`src/hdl/ppaq_ram.sv`:
```
// ppaq_ram: generic simple dual-port ram, one write and one registered read per cycle
// no dependencies
`default_nettype none

module ppaq_ram #(
    parameter int WIDTH = 32,
    parameter int DEPTH = 64
) (
    input  wire logic                     clk,
    input  wire logic                     we,
    input  wire logic [$clog2(DEPTH)-1:0] waddr,
    input  wire logic [WIDTH-1:0]         wdata,
    input  wire logic                     re,
    input  wire logic [$clog2(DEPTH)-1:0] raddr,
    output logic      [WIDTH-1:0]         rdata
);

    logic [WIDTH-1:0] mem [DEPTH];
    logic [WIDTH-1:0] rdata_reg;

    // write port
    always_ff @(posedge clk)
    begin
        if (we)
        begin
            mem[waddr] <= wdata;
        end
    end

    // registered read port
    always_ff @(posedge clk)
    begin
        if (re)
        begin
            rdata_reg <= mem[raddr];
        end
    end

    assign rdata = rdata_reg;

endmodule

`default_nettype wire

```
`config.mk`:
```
export PLATFORM = sky130hd
export DESIGN_NAME = ppaq_ram
export DESIGN_NICKNAME = d
export VERILOG_FILES = /design/src/hdl/ppaq_ram.sv
export SDC_FILE = /design/constraint.sdc
export NUM_CORES = 2
export LEC_CHECK = 0
export BUFFER_PORTS_ARGS = -buffer_cell sky130_fd_sc_hd__buf_4
export CORE_ASPECT_RATIO = 1.1
export CORE_UTILIZATION = 56
export CTS_CLUSTER_DIAMETER = 100
export DETAILED_ROUTE_END_ITERATION = 6
export HOLD_SLACK_MARGIN = 0.1
export MAX_ROUTING_LAYER = met4
export PLACE_DENSITY = 0.74
export SETUP_SLACK_MARGIN = 0.02
export SLEW_MARGIN = 20
export SYNTH_ARGS = -nofsm -noshare
export SYNTH_HDL_FRONTEND = slang
export SYNTH_SLANG_ARGS = --single-unit
```
`constraint.sdc`:
```
create_clock -name clk -period 4.65 [get_ports clk]
set_clock_uncertainty 0.05 [all_clocks]
set_input_delay 0.465 -clock clk [delete_from_list [all_inputs] [get_ports clk]]
set_output_delay 0.465 -clock clk [all_outputs]
set_load 0.02 [all_outputs]
```
# == After elaboration in Yosys (flattened, before gate mapping) ==
# Memories as Yosys holds them, arrays and structs flattened. A register that Yosys moved wholly into a read port is not among the register bits.
# Index checks and enable logic that the tools add are counted.
# totals
ff_bits,0
ramBits,2048
input_bits,47
memories,1
# mem_list
name,words,width,rd,rd_ports_with_merged_regs,wr,line,source
mem,64,32,1,1,1,18,logic [WIDTH-1:0] mem [DEPTH];
# classes
n_mux,2
# ops
op,count
$mux W1,2

# == Depth between registers and ports, before layout ==
# logic_depth
ltp_word,2
mapped_depth,10
ltp_nobuf,5

# == Least setup slack after synthesis ==
# Ideal clock, no wire load.
# synth_timing
path_type,input port to flip-flop
from,input waddr[3]
to,memory mem[48][0] (enable)
arrival_ps,3164
setup_slack_ps,975
path_stages,4
path_buffers,1
path_cell_list,clkbuf_1 nor2b_1 nand4b_1 nor3_1
# synth_lines
element,line,source
start: declaration,11,"input wire logic [$clog2(DEPTH)-1:0] waddr,"
end: declaration,18,
# No word-level cell before the write port.

==> reports/metrics.yaml <==
outcome:
  status: "finished clean"
sta:
  fin_crit_ps: 3300
  fin_crit_sh: 0.710
  relSlewSlack: 0.188
  hold_violations: 0
  fin_ws_ps: 1350
  maxSlewViolCount: 0
  fin_setup_tns_ps: 0
  timing_worst_slew_pin_value_ps: 1220
  setup_violations: 0
  fmax_mhz: 303
  grt_setup_unrepaired: "false"
grt:
  grt_pass1_wl_mm: 281
  grt_usage: 0.291
  grt.overflow.total: 0
  grt_pass1_vias: 38301
  grt_max_degree: 86
  antenna_found_initial: 10
detailed_routing:
  vias: 37949
  routedWlPerCell_um: 35.6
  dr.pass1.iters: 6
  ant_nets: 0
  vias_per_cell: 6.82
  wirelength_mm: 198
  drt_iter0_markers: 5329
  drc: 0
final_layout:
  layout_commonest_cell: "edfxtp_1"
  fin_nets: 3632
  largest_register_ffs: 2048
  final_area_um2: 88900
  drive_gt1_frac: 0.298
  layout_common_cells: "edfxtp_1, mux4_2, buf_4"
  area.growth.synth_to_final_pct: 12.7
  final_util: 0.636
place:
  io_buffers: 78
  place_ws_ps: 440
  routabilityCongestion: 0.823
  dpl.hpwl_mm: 109
  postPlaceCellArea_um2: 82800
worst_setup_path:
  r2r-start: "mem[47][23]"
  crit_buf_inv: 3
  rr_worst_depth: 4
  path_depth: 7
  cpPeakStageDelay_ps: 940
  required_ps: 5120
  cp.arrival_ps: 3770
  path_max_fanout: 61
  worst_path_most_repeated_cell: "mux4_2"
  crit_type: "input port to flop"
  path_cells: "buf_8 -> buf_12 -> buf_4 -> mux4_2 -> mux4_2 -> o22ai_1 -> nor2_1"
  critPathSlowestCell: "o22ai_1"
  reg2reg_to: "rdata[23]"
  reg2reg_slack_ps: 1930
  critPathTopFamily: "buffers and inverters"
  critPathLaunchType: "input port"
  cp-end-kind: "flop"
hold_path:
  min_to: "mem[0][23]"
  hold_path_depth: 1
  hold_class: "input port to flop"
  worstHoldStart: "wdata[23]"
synth:
  synthArstFlopShare: 0
  yosysWarnings: 0
  synth-edff-count: 2080
  mappedNetlistArea_um2: 78800
  synth-seq-area-share: 0.792
  syn_area_per_cell_um2: 23.7
  synth_ff_type: "edfxtp_1"
  syn-num-nets: 3371
  syn_inst: 3324
  ys_seq_elements: 2080
  synth_cell_types: 33
floorplan:
  fp-row-count: 144
  start_util: 0.564
  dieArea_um2: 142000
  die_w_um: 360
  core_um2: 140000
  die_h_um: 396
  ios: 79
cts:
  clk_pin_slew_ps: 60
  cts_tree: "built"
  h-tree-depth: 4
  root_buffer: "clkbuf_16"
  cts_buffer_depth: 3
  postCtsSetupRepairBufs: 0
  cts_made_buffers: 193
  clock_sinks: 2080
  worstSkewPairLatency_ps: 830
run:
  maxCapViolCount: 0
power:
  leakagePower_nw: 27.7
  power_density_nw_per_um2: 426
  max-vdd-ir-drop_mv: 0.427
==> cells by family after synthesis <==
kind of cell	Yosys count	share of synthesized area
DFF	2080	0.792
muxes	637	0.167
and+or+nand+nor	223	0.0126
AOI/OAI and AO/OA	202	0.0167
buffers and inverters	182	0.0112
==> layout make-up <==
type	instances	area [um2]
Sequential cell	2080	62500
Fill cell	8940	50900
Multi-Input combinational cell	1062	16000
Clock buffer	239	5090
Tap cell	1825	2280
Timing Repair Buffer	248	2180
Clock inverter	102	856
Antenna cell	10	25.0
==> metrics by stage <==
step / total power [mW] / hold WS [ps] / instances
after detailed placement: 23.2 / 759 / 5205
after global routing: 38.7 / 136 / 5563
after CTS: 38.0 / 101 / 5556
after global placement: 23.1 / 733 / 5205
after floorplan: 22.3 / 514 / 3324
final: 37.9 / 128 / 5566
==> worst max-delay path by stage <==
stage	start	to	slack, ps
floorplan	waddr[3]	mem[48][0]	980
global placement	raddr[0]	rdata[23]	500
detailed placement	raddr[0]	rdata[23]	440
CTS	raddr[0]	rdata[23]	1310
global route	raddr[0]	rdata[23]	1300
finish	raddr[0]	rdata[23]	1350
==> layer usage <==
| layer | part of all wire | global-route usage |
|---|---|---|
| met1 | 0.37 | 0.394 |
| met2 | 0.49 | 0.449 |
| met3 | 0.11 | 0.0581 |
| met4 | 0.036 | 0.0999 |
| met5 | 0 | - |
==> where the power goes <==
| part | internal [mW] | leakage, nW | switching (mW) |
|---|---|---|---|
| combinational | 0.723 | 6.00 | 1.18 |
| clock | 8.36 | 2.91 | 6.73 |
| sequential | 20.8 | 18.7 | 0.0783 |
| total | 29.9 | 27.7 | 7.99 |
==> Yosys cell counts (4+ instances only) <==
cell type  number  area share
edfxtp_1     2080        0.79
mux4_2        544        0.16
nor2_1        137      0.0065
mux2i_1        93       0.012
o22ai_1        84      0.0067
clkbuf_1       74      0.0035
a21oi_1        62      0.0039
buf_2          57      0.0036
o221ai_1       27      0.0030
nand2_1        26      0.0012
buf_4          25      0.0024
buf_1          21      0.0010
nor2b_1        15      0.0012
a22oi_1        12      0.0011
a311oi_1        8     0.00089
nand2b_1        8     0.00063
nor3_1          7     0.00044
buf_6           5     0.00071
nand3_1         5     0.00032
nand3b_1        5     0.00048
a41o_1          4     0.00051
and3_1          4     0.00032
o32ai_1         4     0.00044
==> what timing repair did <==
| action | CTS | global route |
|---|---|---|
| resized for setup | 0 | 0 |
| hold buffers | 10 | 0 |
| hold endpoints to repair | 162 | 0 |
(Power assumes the default switching activity.)
